`src/shmm_pkg.sv`:
```
package shmm_pkg;

   localparam int unsigned DUMP_WORDS = 4;

   localparam logic       IN_CHAR = 1'b0;
   localparam logic       IN_READ = 1'b1;

   localparam logic [1:0] OUT_TX    = 2'd0;
   localparam logic [1:0] OUT_READ  = 2'd1;
   localparam logic [1:0] OUT_WRITE = 2'd2;
   localparam logic [1:0] OUT_JUMP  = 2'd3;

   localparam logic [7:0] CH_CR    = 8'h0d;
   localparam logic [7:0] CH_LF    = 8'h0a;
   localparam logic [7:0] CH_SPACE = 8'h20;
   localparam logic [7:0] CH_GT    = 8'h3e;
   localparam logic [7:0] CH_0     = 8'h30;
   localparam logic [7:0] CH_9     = 8'h39;
   localparam logic [7:0] CH_LA    = 8'h61;
   localparam logic [7:0] CH_LF_HEX = 8'h66;
   localparam logic [7:0] CH_D     = 8'h44;
   localparam logic [7:0] CH_G     = 8'h47;
   localparam logic [7:0] CH_W     = 8'h57;
   localparam logic [7:0] CH_E     = 8'h65;
   localparam logic [7:0] CH_R     = 8'h72;
   localparam logic [7:0] CH_O     = 8'h6f;

   typedef struct packed {
      logic        kind;
      logic [7:0]  rx_char;
      logic [31:0] read_data;
   } req_type;

   typedef struct packed {
      logic [1:0]  out_kind;
      logic [7:0]  tx_char;
      logic [31:0] bus_addr;
      logic [31:0] bus_wdata;
      logic        last;
   } rsp_type;

   // output sequence that one accepted word produces
   typedef enum logic [7:0] {
      SEQ_ECHO     = 8'b0000_0001,
      SEQ_DUMP     = 8'b0000_0010,
      SEQ_JUMP     = 8'b0000_0100,
      SEQ_WRITE    = 8'b0000_1000,
      SEQ_NOWRITE  = 8'b0001_0000,
      SEQ_ERROR    = 8'b0010_0000,
      SEQ_WORD     = 8'b0100_0000,
      SEQ_WORD_END = 8'b1000_0000
   } seq_type;

   function automatic logic [3:0] seq_last_idx(input seq_type s);
      logic [3:0] r;
      case (s)
         SEQ_ECHO:     r = 4'd0;
         SEQ_DUMP:     r = 4'd11;
         SEQ_JUMP:     r = 4'd4;
         SEQ_WRITE:    r = 4'd4;
         SEQ_NOWRITE:  r = 4'd3;
         SEQ_ERROR:    r = 4'd10;
         SEQ_WORD:     r = 4'd9;
         SEQ_WORD_END: r = 4'd12;
         default:      r = 4'd0;
      endcase
      return r;
   endfunction

   function automatic logic [7:0] hex_char(input logic [3:0] d);
      logic [7:0] r;
      if (d >= 4'd10) begin
         r = CH_LA + {4'd0, d} - 8'd10;
      end else begin
         r = CH_0 + {4'd0, d};
      end
      return r;
   endfunction

endpackage

```
`src/serial_hex_memory_monitor_core.sv`:
```
// channel | dir | ports                          | word
// req     | in  | req_valid, req_ready, req_data | char or read data
// rsp     | out | rsp_valid, rsp_ready, rsp_data | tx char / bus request
//
// Each accepted word is decoded and then emits 0 to 13 results, one per
// cycle from the result register while rsp_ready does not stall it.
// A new word is taken in the cycle its last result is loaded, so words
// with one result stream back to back. Synchronous active-high reset clears
// the monitor state and drops rsp_valid. A stalled rsp_ready holds the
// result register and, through it, the input.
module serial_hex_memory_monitor_core (
   input  logic                clock,
   input  logic                reset,
   input  logic                req_valid,
   output logic                req_ready,
   input  shmm_pkg::req_type   req_data,
   output logic                rsp_valid,
   input  logic                rsp_ready,
   output shmm_pkg::rsp_type   rsp_data
);

   // monitor state
   logic        awaiting_ff, awaiting_in;
   logic [7:0]  linepos_ff, linepos_in;
   logic [7:0]  cmd_ff, cmd_in;
   logic [31:0] addr_acc_ff, addr_acc_in;
   logic [31:0] val_acc_ff, val_acc_in;
   logic        space_ff, space_in;
   logic [1:0]  dump_idx_ff, dump_idx_in;

   // emit plan
   logic              busy_ff, busy_in;
   logic [3:0]        idx_ff, idx_in;
   shmm_pkg::seq_type seq_ff, seq_in;
   logic [31:0]       hex_ff, hex_in;
   logic [31:0]       addr_ff, addr_in;
   logic [31:0]       wdata_ff, wdata_in;
   logic              plan_new;

   // result register
   logic              rsp_valid_ff, rsp_valid_in;
   shmm_pkg::rsp_type rsp_ff, rsp_in;

   logic              req_accept;
   logic              gen_go;
   logic              gen_last;
   shmm_pkg::rsp_type gen;
   logic [2:0]        nib_sel;
   logic [31:0]       hex_shift;
   logic [7:0]        c;
   logic [7:0]        cmd_eff;
   logic              is_af, is_09;
   logic [3:0]        digit;
   logic [1:0]        next_dump;

   assign gen_last   = (idx_ff == shmm_pkg::seq_last_idx(seq_ff));
   assign gen_go     = busy_ff && (!rsp_valid_ff || rsp_ready);
   assign req_ready  = !busy_ff || (gen_go && gen_last);
   assign req_accept = req_valid && req_ready;
   assign rsp_valid  = rsp_valid_ff;
   assign rsp_data   = rsp_ff;

   assign c       = req_data.rx_char;
   assign cmd_eff = (linepos_ff == 8'd0) ? 8'd0 : cmd_ff;
   assign is_af   = c inside {[shmm_pkg::CH_LA:shmm_pkg::CH_LF_HEX]};
   assign is_09   = c inside {[shmm_pkg::CH_0:shmm_pkg::CH_9]};
   assign digit   = is_af ? 4'(c[3:0] + 4'd9) : c[3:0];
   assign next_dump = dump_idx_ff + 2'd1;

   // decode of an accepted word
   always_comb begin
      awaiting_in = awaiting_ff;
      linepos_in  = linepos_ff;
      cmd_in      = cmd_ff;
      addr_acc_in = addr_acc_ff;
      val_acc_in  = val_acc_ff;
      space_in    = space_ff;
      dump_idx_in = dump_idx_ff;
      plan_new    = 1'b0;
      seq_in      = seq_ff;
      hex_in      = hex_ff;
      addr_in     = addr_ff;
      wdata_in    = wdata_ff;
      if (req_accept) begin
         if (req_data.kind == shmm_pkg::IN_CHAR && !awaiting_ff) begin
            plan_new = 1'b1;
            if (c == shmm_pkg::CH_CR) begin
               linepos_in  = 8'd0;
               cmd_in      = 8'd0;
               addr_acc_in = 32'd0;
               val_acc_in  = 32'd0;
               space_in    = 1'b0;
               case (cmd_eff)
                  shmm_pkg::CH_D: begin
                     // line kept until the dump ends
                     seq_in      = shmm_pkg::SEQ_DUMP;
                     hex_in      = addr_acc_ff;
                     addr_in     = addr_acc_ff;
                     dump_idx_in = 2'd0;
                     awaiting_in = 1'b1;
                     linepos_in  = linepos_ff;
                     cmd_in      = cmd_ff;
                     addr_acc_in = addr_acc_ff;
                     val_acc_in  = val_acc_ff;
                     space_in    = space_ff;
                  end
                  shmm_pkg::CH_G: begin
                     seq_in  = shmm_pkg::SEQ_JUMP;
                     addr_in = addr_acc_ff;
                  end
                  shmm_pkg::CH_W: begin
                     seq_in   = space_ff ? shmm_pkg::SEQ_WRITE : shmm_pkg::SEQ_NOWRITE;
                     addr_in  = addr_acc_ff;
                     wdata_in = val_acc_ff;
                  end
                  default: begin
                     seq_in = shmm_pkg::SEQ_ERROR;
                  end
               endcase
            end else begin
               seq_in = shmm_pkg::SEQ_ECHO;
               hex_in = {24'd0, c};
               if (linepos_ff == 8'd0) begin
                  cmd_in = c;
               end else if (linepos_ff >= 8'd2) begin
                  if (c == shmm_pkg::CH_SPACE && !space_ff) begin
                     space_in = 1'b1;
                  end else if (is_af || is_09) begin
                     if (cmd_ff == shmm_pkg::CH_W && space_ff) begin
                        val_acc_in = {val_acc_ff[27:0], digit};
                     end else begin
                        addr_acc_in = {addr_acc_ff[27:0], digit};
                     end
                  end
               end
               if (linepos_ff != 8'hff) begin
                  linepos_in = linepos_ff + 8'd1;
               end
            end
         end else if (req_data.kind == shmm_pkg::IN_READ && awaiting_ff) begin
            plan_new = 1'b1;
            hex_in   = req_data.read_data;
            if ({1'b0, dump_idx_ff} + 3'd1 < 3'(shmm_pkg::DUMP_WORDS)) begin
               seq_in      = shmm_pkg::SEQ_WORD;
               dump_idx_in = next_dump;
               addr_in     = addr_acc_ff + {28'd0, next_dump, 2'b00};
            end else begin
               seq_in      = shmm_pkg::SEQ_WORD_END;
               awaiting_in = 1'b0;
               dump_idx_in = 2'd0;
               linepos_in  = 8'd0;
               cmd_in      = 8'd0;
               addr_acc_in = 32'd0;
               val_acc_in  = 32'd0;
               space_in    = 1'b0;
            end
         end
      end
   end

   // result generator
   always_comb begin
      nib_sel = 3'd0;
      if (seq_ff == shmm_pkg::SEQ_DUMP) begin
         nib_sel = 3'(4'd9 - idx_ff);
      end else begin
         nib_sel = 3'(4'd8 - idx_ff);
      end
   end

   assign hex_shift = hex_ff >> {nib_sel, 2'b00};

   always_comb begin
      gen           = '0;
      gen.out_kind  = shmm_pkg::OUT_TX;
      gen.last      = gen_last;
      case (seq_ff)
         shmm_pkg::SEQ_ECHO: begin
            gen.tx_char = hex_ff[7:0];
         end
         shmm_pkg::SEQ_DUMP: begin
            case (idx_ff)
               4'd0:    gen.tx_char = shmm_pkg::CH_CR;
               4'd1:    gen.tx_char = shmm_pkg::CH_LF;
               4'd10:   gen.tx_char = shmm_pkg::CH_SPACE;
               4'd11: begin
                  gen.out_kind = shmm_pkg::OUT_READ;
                  gen.bus_addr = addr_ff;
               end
               default: gen.tx_char = shmm_pkg::hex_char(hex_shift[3:0]);
            endcase
         end
         shmm_pkg::SEQ_JUMP, shmm_pkg::SEQ_WRITE: begin
            case (idx_ff)
               4'd0:    gen.tx_char = shmm_pkg::CH_CR;
               4'd1:    gen.tx_char = shmm_pkg::CH_LF;
               4'd2: begin
                  gen.bus_addr = addr_ff;
                  if (seq_ff == shmm_pkg::SEQ_JUMP) begin
                     gen.out_kind = shmm_pkg::OUT_JUMP;
                  end else begin
                     gen.out_kind  = shmm_pkg::OUT_WRITE;
                     gen.bus_wdata = wdata_ff;
                  end
               end
               4'd3:    gen.tx_char = shmm_pkg::CH_GT;
               default: gen.tx_char = shmm_pkg::CH_SPACE;
            endcase
         end
         shmm_pkg::SEQ_NOWRITE: begin
            case (idx_ff)
               4'd0:    gen.tx_char = shmm_pkg::CH_CR;
               4'd1:    gen.tx_char = shmm_pkg::CH_LF;
               4'd2:    gen.tx_char = shmm_pkg::CH_GT;
               default: gen.tx_char = shmm_pkg::CH_SPACE;
            endcase
         end
         shmm_pkg::SEQ_ERROR: begin
            case (idx_ff)
               4'd0, 4'd7: gen.tx_char = shmm_pkg::CH_CR;
               4'd1, 4'd8: gen.tx_char = shmm_pkg::CH_LF;
               4'd2:       gen.tx_char = shmm_pkg::CH_E;
               4'd3, 4'd4, 4'd6: gen.tx_char = shmm_pkg::CH_R;
               4'd5:       gen.tx_char = shmm_pkg::CH_O;
               4'd9:       gen.tx_char = shmm_pkg::CH_GT;
               default:    gen.tx_char = shmm_pkg::CH_SPACE;
            endcase
         end
         shmm_pkg::SEQ_WORD, shmm_pkg::SEQ_WORD_END: begin
            case (idx_ff)
               4'd0: gen.tx_char = shmm_pkg::CH_SPACE;
               4'd1, 4'd2, 4'd3, 4'd4, 4'd5, 4'd6, 4'd7, 4'd8: begin
                  gen.tx_char = shmm_pkg::hex_char(hex_shift[3:0]);
               end
               4'd9: begin
                  if (seq_ff == shmm_pkg::SEQ_WORD) begin
                     gen.out_kind = shmm_pkg::OUT_READ;
                     gen.bus_addr = addr_ff;
                  end else begin
                     gen.tx_char = shmm_pkg::CH_CR;
                  end
               end
               4'd10:   gen.tx_char = shmm_pkg::CH_LF;
               4'd11:   gen.tx_char = shmm_pkg::CH_GT;
               default: gen.tx_char = shmm_pkg::CH_SPACE;
            endcase
         end
         default: begin
            gen.tx_char = 8'd0;
         end
      endcase
   end

   // emitter control
   always_comb begin
      busy_in      = busy_ff;
      idx_in       = idx_ff;
      rsp_valid_in = rsp_valid_ff;
      rsp_in       = rsp_ff;
      if (gen_go) begin
         rsp_in       = gen;
         rsp_valid_in = 1'b1;
         idx_in       = idx_ff + 4'd1;
         if (gen_last) begin
            busy_in = 1'b0;
         end
      end else if (rsp_ready) begin
         rsp_valid_in = 1'b0;
      end
      if (plan_new) begin
         busy_in = 1'b1;
         idx_in  = 4'd0;
      end
   end

   always_ff @(posedge clock) begin
      if (reset) begin
         awaiting_ff  <= 1'b0;
         linepos_ff   <= 8'd0;
         cmd_ff       <= 8'd0;
         addr_acc_ff  <= 32'd0;
         val_acc_ff   <= 32'd0;
         space_ff     <= 1'b0;
         dump_idx_ff  <= 2'd0;
         busy_ff      <= 1'b0;
         idx_ff       <= 4'd0;
         rsp_valid_ff <= 1'b0;
      end else begin
         awaiting_ff  <= awaiting_in;
         linepos_ff   <= linepos_in;
         cmd_ff       <= cmd_in;
         addr_acc_ff  <= addr_acc_in;
         val_acc_ff   <= val_acc_in;
         space_ff     <= space_in;
         dump_idx_ff  <= dump_idx_in;
         busy_ff      <= busy_in;
         idx_ff       <= idx_in;
         rsp_valid_ff <= rsp_valid_in;
      end
   end

   always_ff @(posedge clock) begin
      seq_ff   <= seq_in;
      hex_ff   <= hex_in;
      addr_ff  <= addr_in;
      wdata_ff <= wdata_in;
      rsp_ff   <= rsp_in;
   end

endmodule

```
`config.mk`:
```
export PLATFORM = sky130hd
export DESIGN_NAME = serial_hex_memory_monitor_core
export DESIGN_NICKNAME = d
export VERILOG_FILES = /design/src/shmm_pkg.sv /design/src/serial_hex_memory_monitor_core.sv
export SDC_FILE = /design/constraint.sdc
export NUM_CORES = 1
export LEC_CHECK = 0
export ABC_CLOCK_PERIOD_IN_PS = 5300
export BUFFER_PORTS_ARGS = -buffer_cell sky130_fd_sc_hd__clkbuf_2
export CAP_MARGIN = 20
export CORE_MARGIN = 2
export CORE_UTILIZATION = 31
export DETAILED_ROUTE_END_ITERATION = 8
export GPL_ROUTABILITY_DRIVEN = 0
export PLACE_DENSITY_LB_ADDON = 0.1
export SETUP_SLACK_MARGIN = 0.15
export SYNTH_ARGS = -nofsm -noshare
export SYNTH_HDL_FRONTEND = slang
export SYNTH_SLANG_ARGS = --single-unit
```
`constraint.sdc`:
```
create_clock -name clock -period 5.3 [get_ports clock]
set_input_delay 0.53 -clock clock [delete_from_list [all_inputs] [get_ports clock]]
set_output_delay 0.53 -clock clock [all_outputs]
set_load 0.02 [all_outputs]
```
[Word-level counts from Yosys, hierarchy flattened]
Memory sizes are Yosys's and may differ from the RTL's. A register that Yosys moved wholly into a read port is not among the register bits.
Index checks and enable logic that the tools add are counted.
Operators by class
  add/sub/neg operators: 11
  bitwise logic cells: 3
  shift operators: 1
  mux-type cells: 90
  reductions and logical operators: 41
  order comparisons: 7
  equal/unequal tests: 42
Operator list (number)
  $mux 32: 30
  $mux 8: 15
  $pmux 32 s3: 1
  $mux 64: 1
  $pmux 8 s4: 2
  $pmux 8 s6: 1
  $eq 8x7->1 const B: 5
  $pmux 6 s3: 2
  $add 32x4->32: 1
  $shr 32x5->4: 1
  $pmux 4 s6: 1
  $pmux 6 s4: 1
  $mux 1: 23
  $reduce_and 5->1: 4
  $reduce_and 9->1: 2
  $eq 4x3->1 const B: 4
  $eq 4x4->1 const B: 4
  $eq 8x4->1 const B: 2
  $eq 8x6->1 const B: 2
  $mux 4: 4
  $ne 3x1->1 const B: 5
  $mux 2: 6
  $reduce_bool 2->1: 5
  $logic_and 1x1->1: 9
  44 further kinds: 64
Storage, ports and cells
  bits in registers: 269
  output and inout bits: 77
  word-level logic and storage cells: 215
  memories: 1
  memory bits (read-only): 112
Memories
  (no name shown): depth 16, width 7, rd ports 1, clocked after memory_dff 1, wr ports 0, line serial_hex_memory_monitor_core.sv:219  | case (idx_ff)

[Longest topological paths before layout]
  word-level depth: 10
  depth in mapped cells: 16
  depth with buffers taken out: 13

[Worst setup path after synthesis]
OpenSTA, ideal clock, no wires.
  path type: flip-flop to flip-flop
  from: register seq_ff[6]
  to: register hex_ff[0] (enable)
  arrival time: 3757 ps
  cell stages (with the launch flop): 11
  path slack: 1102 ps
  setup time: 441 ps
  path through: edfxtp_1 -> or4_1 -> buf_2 -> nor2_8 -> o31a_1 -> o22ai_1 -> o31a_1 -> buf_6 -> inv_2 -> nand2_4 -> a31oi_1
On the way
  longest elaborated chain between the ends: 8
  elaborated cells between the ends (all ways): 14
  those cells by class: 8 x eq/ne; 1 x mux; 5 x reduce/logical
Ends and longest elaborated chain
  start: declaration: line serial_hex_memory_monitor_core.sv:34  | shmm_pkg::seq_type seq_ff, seq_in;
  start signal: assignment: line serial_hex_memory_monitor_core.sv:303  | seq_ff <= seq_in;
  $eq 8x3->1 / $eq 8x4->1 (equally long branches): line shmm_pkg.sv:56  | case (s)
  $reduce_or 2->1 (no source line)
  $pmux 4 s6 (*): line shmm_pkg.sv:56
  $eq 4x4->1 (*): line serial_hex_memory_monitor_core.sv:56  | assign gen_last = (idx_ff == shmm_pkg::seq_last_idx(seq_ff));
  $logic_and 1x1->1 (*): line serial_hex_memory_monitor_core.sv:58  | assign req_ready = !busy_ff || (gen_go && gen_last);
  $logic_or 1x1->1 (*): line serial_hex_memory_monitor_core.sv:58
  $logic_and 1x1->1 (*): line serial_hex_memory_monitor_core.sv:59  | assign req_accept = req_valid && req_ready;
  $reduce_and 3->1 (no source line) (*)
  end signal: assignment: line serial_hex_memory_monitor_core.sv:304  | hex_ff <= hex_in;
  end: declaration: line serial_hex_memory_monitor_core.sv:35  | logic [31:0] hex_ff, hex_in;
Mark *: on every way between the ends. The rest lies on a longest branch, timed or not.
A chain may end at the register's enable or synchronous reset.

[Final worst setup path]
  from: register seq_ff[6]
  to: output req_ready
On the way
  longest elaborated chain between the ends: 6
  elaborated cells between the ends (all ways): 12
  those cells by class: 8 x eq/ne; 1 x mux; 3 x reduce/logical
Ends and longest elaborated chain
  $eq 8x3->1 / $eq 8x4->1 (equally long branches): line shmm_pkg.sv:56
  $reduce_or 2->1 (no source line)
  $pmux 4 s6 (*): line shmm_pkg.sv:56
  $eq 4x4->1 (*): line serial_hex_memory_monitor_core.sv:56
  $logic_and 1x1->1 (*): line serial_hex_memory_monitor_core.sv:58
  $logic_or 1x1->1 (*): line serial_hex_memory_monitor_core.sv:58
  end: declaration: line serial_hex_memory_monitor_core.sv:15  | output logic req_ready,
Marked as above.

==> flow_summary_export.csv <==
group,metric,value,unit
run_status,outcome,"finished, final reports clean",
clock_tree,htree_levels,2,
synth,synth_fp_nets,1263,
global_routing,grt_pass1_wl,58700,µm
floorplan,die_area,0.0446,mm²
flow_run,max_cap_violations,0,
cells_and_area,final_util,0.368,
worst_hold_path,hp-class,"primary input to flip-flop",
global_routing,grt_pass1_vias,9706,
floorplan,rows,75,
synth,yosysWarnings,0,
sta,min_period,4.14,ns
clock_tree,numCtsBuffers,34,
sta,setup_tns,0,ns
synth,synth.cell_area,0.0133,mm²
sta,clock_skew,0.0240,ns
floorplan,fp.dieH,211,µm
power_and_ir_drop,ir_drop,169,µV
cells_and_area,fillerInstances,4150,
worst_setup_path,start_kind,"flip-flop",
route,routed_wl,38100,µm
sta,tightest_slew,1.03,ns
floorplan,die_w,211,µm
place,io_buffers,121,
clock_tree,clk_path_buf_depth,3,
synth,ys.flop_type,"edfxtp_1",
global_routing,antenna_found_initial,0,
sta,finalHoldViolCount,0,
cells_and_area,finalNonFillerCells,1853,
global_routing,overflow,0,
power_and_ir_drop,p_leak,6.13,nW
cells_and_area,fin_nets,1353,
synth,ys_async_sr_fraction,0,
worst_setup_path,critPathRequiredTime,4.77,ns
clock_tree,post_cts_resized,0,
global_routing,grt_max_degree,64,
cells_and_area,area_growth,16.3,%
place,dp.cells,1792,
clock_tree,postCtsSetupBuffers,0,
place,placed_cell_area,0.0144,mm²
floorplan,initial_utilization,0.316,
route,vias,9870,
synth,ys_ff_latch,276,
worst_setup_path,endpoint_kind,"output port",
clock_tree,cts_root_buf,"clkbuf_16",
power_and_ir_drop,p_per_area,320,mW/mm²
floorplan,core,0.0421,mm²
clock_tree,clkTransAtPathRegs,0.06,ns
clock_tree,worstSkewPairLatency,0.56,ns
route,dr.pass1.iters,5,
sta,period_share,0.781,
synth,syn_area_per_cell,11.1,µm²
worst_setup_path,critPathMaxFanout,22,
sta,relSlewSlack,0.312,
clock_tree,cts_hold_buffers,0,
synth,synth_enable_flop_cells,179,
cells_and_area,design_area,0.0155,mm²
sta,grt_setup_unrepaired,"false",
floorplan,io_pins,122,
route,post_drt_wl_per_cell,20.5,µm
sta,setup_viol,0,
cells_and_area,num_antenna_cells,0,
worst_setup_path,crit_arrival,3.61,ns
synth,synth_cell_types,81,
synth,seq_area_frac_synth,0.549,
sta,report.final.slew_viol_count,0,
route,postRouteAntennaNets,0,
route,via_per_inst,5.33,
route,drt_iter0_markers,728,
synth,synth_cells,1199,
route,drcViolationCount,0,
global_routing,grtUsageTotal,0.172,
sta,fmax,242,MHz
place,dp_hpwl,26100,µm
clock_tree,cts_tree,"done",
worst_setup_path,path_class,"flip-flop to output port",
cells_and_area,layout-drive-gt1-share,0.179,
clock_tree,cts.sinks,276,
## per-stage QoR
| stage | hold WS, ns | power (mW) | setup WS (ns) |
|---|---|---|---|
| after floorplan | 0.401 | 2.59 | 1.10 |
| after global placement | 0.418 | 2.69 | 1.31 |
| after detailed placement | 0.415 | 2.70 | 1.22 |
| after CTS | 0.310 | 5.04 | 1.13 |
| after global routing | 0.331 | 5.15 | 0.925 |
| final | 0.331 | 4.96 | 1.16 |
## Yosys cell counts, types with 12 or more instances
cell type | instances | share of area
nand2_1 | 78 | 0.022
o211ai_1 | 19 | 0.011
edfxtp_1 | 179 | 0.40
nand3_1 | 57 | 0.021
nand2b_1 | 13 | 0.0061
dfxtp_1 | 97 | 0.15
xor2_1 | 19 | 0.012
inv_1 | 45 | 0.013
nor2b_1 | 49 | 0.023
and2_1 | 38 | 0.018
ha_1 | 18 | 0.017
buf_2 | 14 | 0.0053
a21oi_1 | 48 | 0.018
mux2i_1 | 21 | 0.016
xnor2_1 | 23 | 0.015
nor3_1 | 18 | 0.0068
nor2_1 | 67 | 0.019
o22ai_1 | 12 | 0.0056
a41o_1 | 40 | 0.030
nand4_1 | 24 | 0.011
o21ai_0 | 42 | 0.016
o211a_1 | 38 | 0.029
clkbuf_1 | 55 | 0.015
o41ai_1 | 13 | 0.0085
and3_1 | 15 | 0.0070
## area by class of cell
type                       instances  area [µm²]  area share
multi-input combinational        785        5430       0.350
inverter                          49         188      0.0121
timing repair buffer             143         771      0.0497
sequential                       276        7320       0.472
tap                              539         674      0.0435
clock inverter                    20         199      0.0128
clock buffer                      41         918      0.0593
## placed cells by master, fill, tap and decap left out, types with 15 or more instances in the layout
master,count
edfxtp_1,179
clkbuf_2,121
dfxtp_1,97
nand2_1,78
nor2_1,66
nand3_1,57
nor2b_1,49
a21oi_1,48
inv_1,44
o21ai_0,42
a41o_1,40
o211a_1,38
and2_1,38
clkbuf_16,35
nand4_1,24
xnor2_1,23
buf_4,22
mux2i_1,21
o211ai_1,19
xor2_1,19
nor3_1,18
ha_1,17
and3_1,15
## power breakdown
part	leakage [nW]	internal, mW	switching [mW]
Clock	0.549	1.35	0.964
Sequential	2.44	2.32	0.0273
Combinational	3.15	0.0897	0.207
## logic make-up after synthesis
family / synth area share
compound gates: 0.161
xor+xnor: 0.0276
fa+ha+maj: 0.0192
buf+inv: 0.0452
flops: 0.549
mux: 0.0335
simple gates: 0.164
## routing by layer
metal,part of all wire,vias up,global-route usage
li1,-,4687,-
met1,0.47,4868,0.240
met2,0.45,265,0.271
met3,0.053,50,0.0352
met4,0.021,0,0.0454
met5,0,-,0
## state kept, by name, summed over array words and instances (netlist names), named ones only
name         cells
addr_acc_ff     32
busy_ff          1
linepos_ff       8
idx_ff           4
val_acc_ff      32
cmd_ff           8
space_ff         1
seq_ff           8
hex_ff          32
wdata_ff        32
rsp_data        75
addr_ff         32
dump_idx_ff      2
rsp_valid        1
awaiting_ff      1
## critical path, stage by stage, from the launching register on
cell	delay, ns
edfxtp_1	0.50
or4_1	0.89
nor4_1	0.35
mux2i_1	0.13
a22oi_2	0.19
o31a_2	0.51
inv_2	0.26
clkbuf_2	0.23
## worst paths after layout
| kind | start | to | slack [ns] | cells past startpoint |
|---|---|---|---|---|
| max reg2reg | seq_ff[5] | addr_ff[29] | 1.22 | 10 |
| max | seq_ff[6] | req_ready | 1.16 | 7 |
| min | rsp_ready | rsp_valid | 0.33 | 4 |
| min reg2reg | val_acc_ff[3] | wdata_ff[3] | 0.42 | 0 |
No activity file was read; power rests on OpenSTA's default activity.
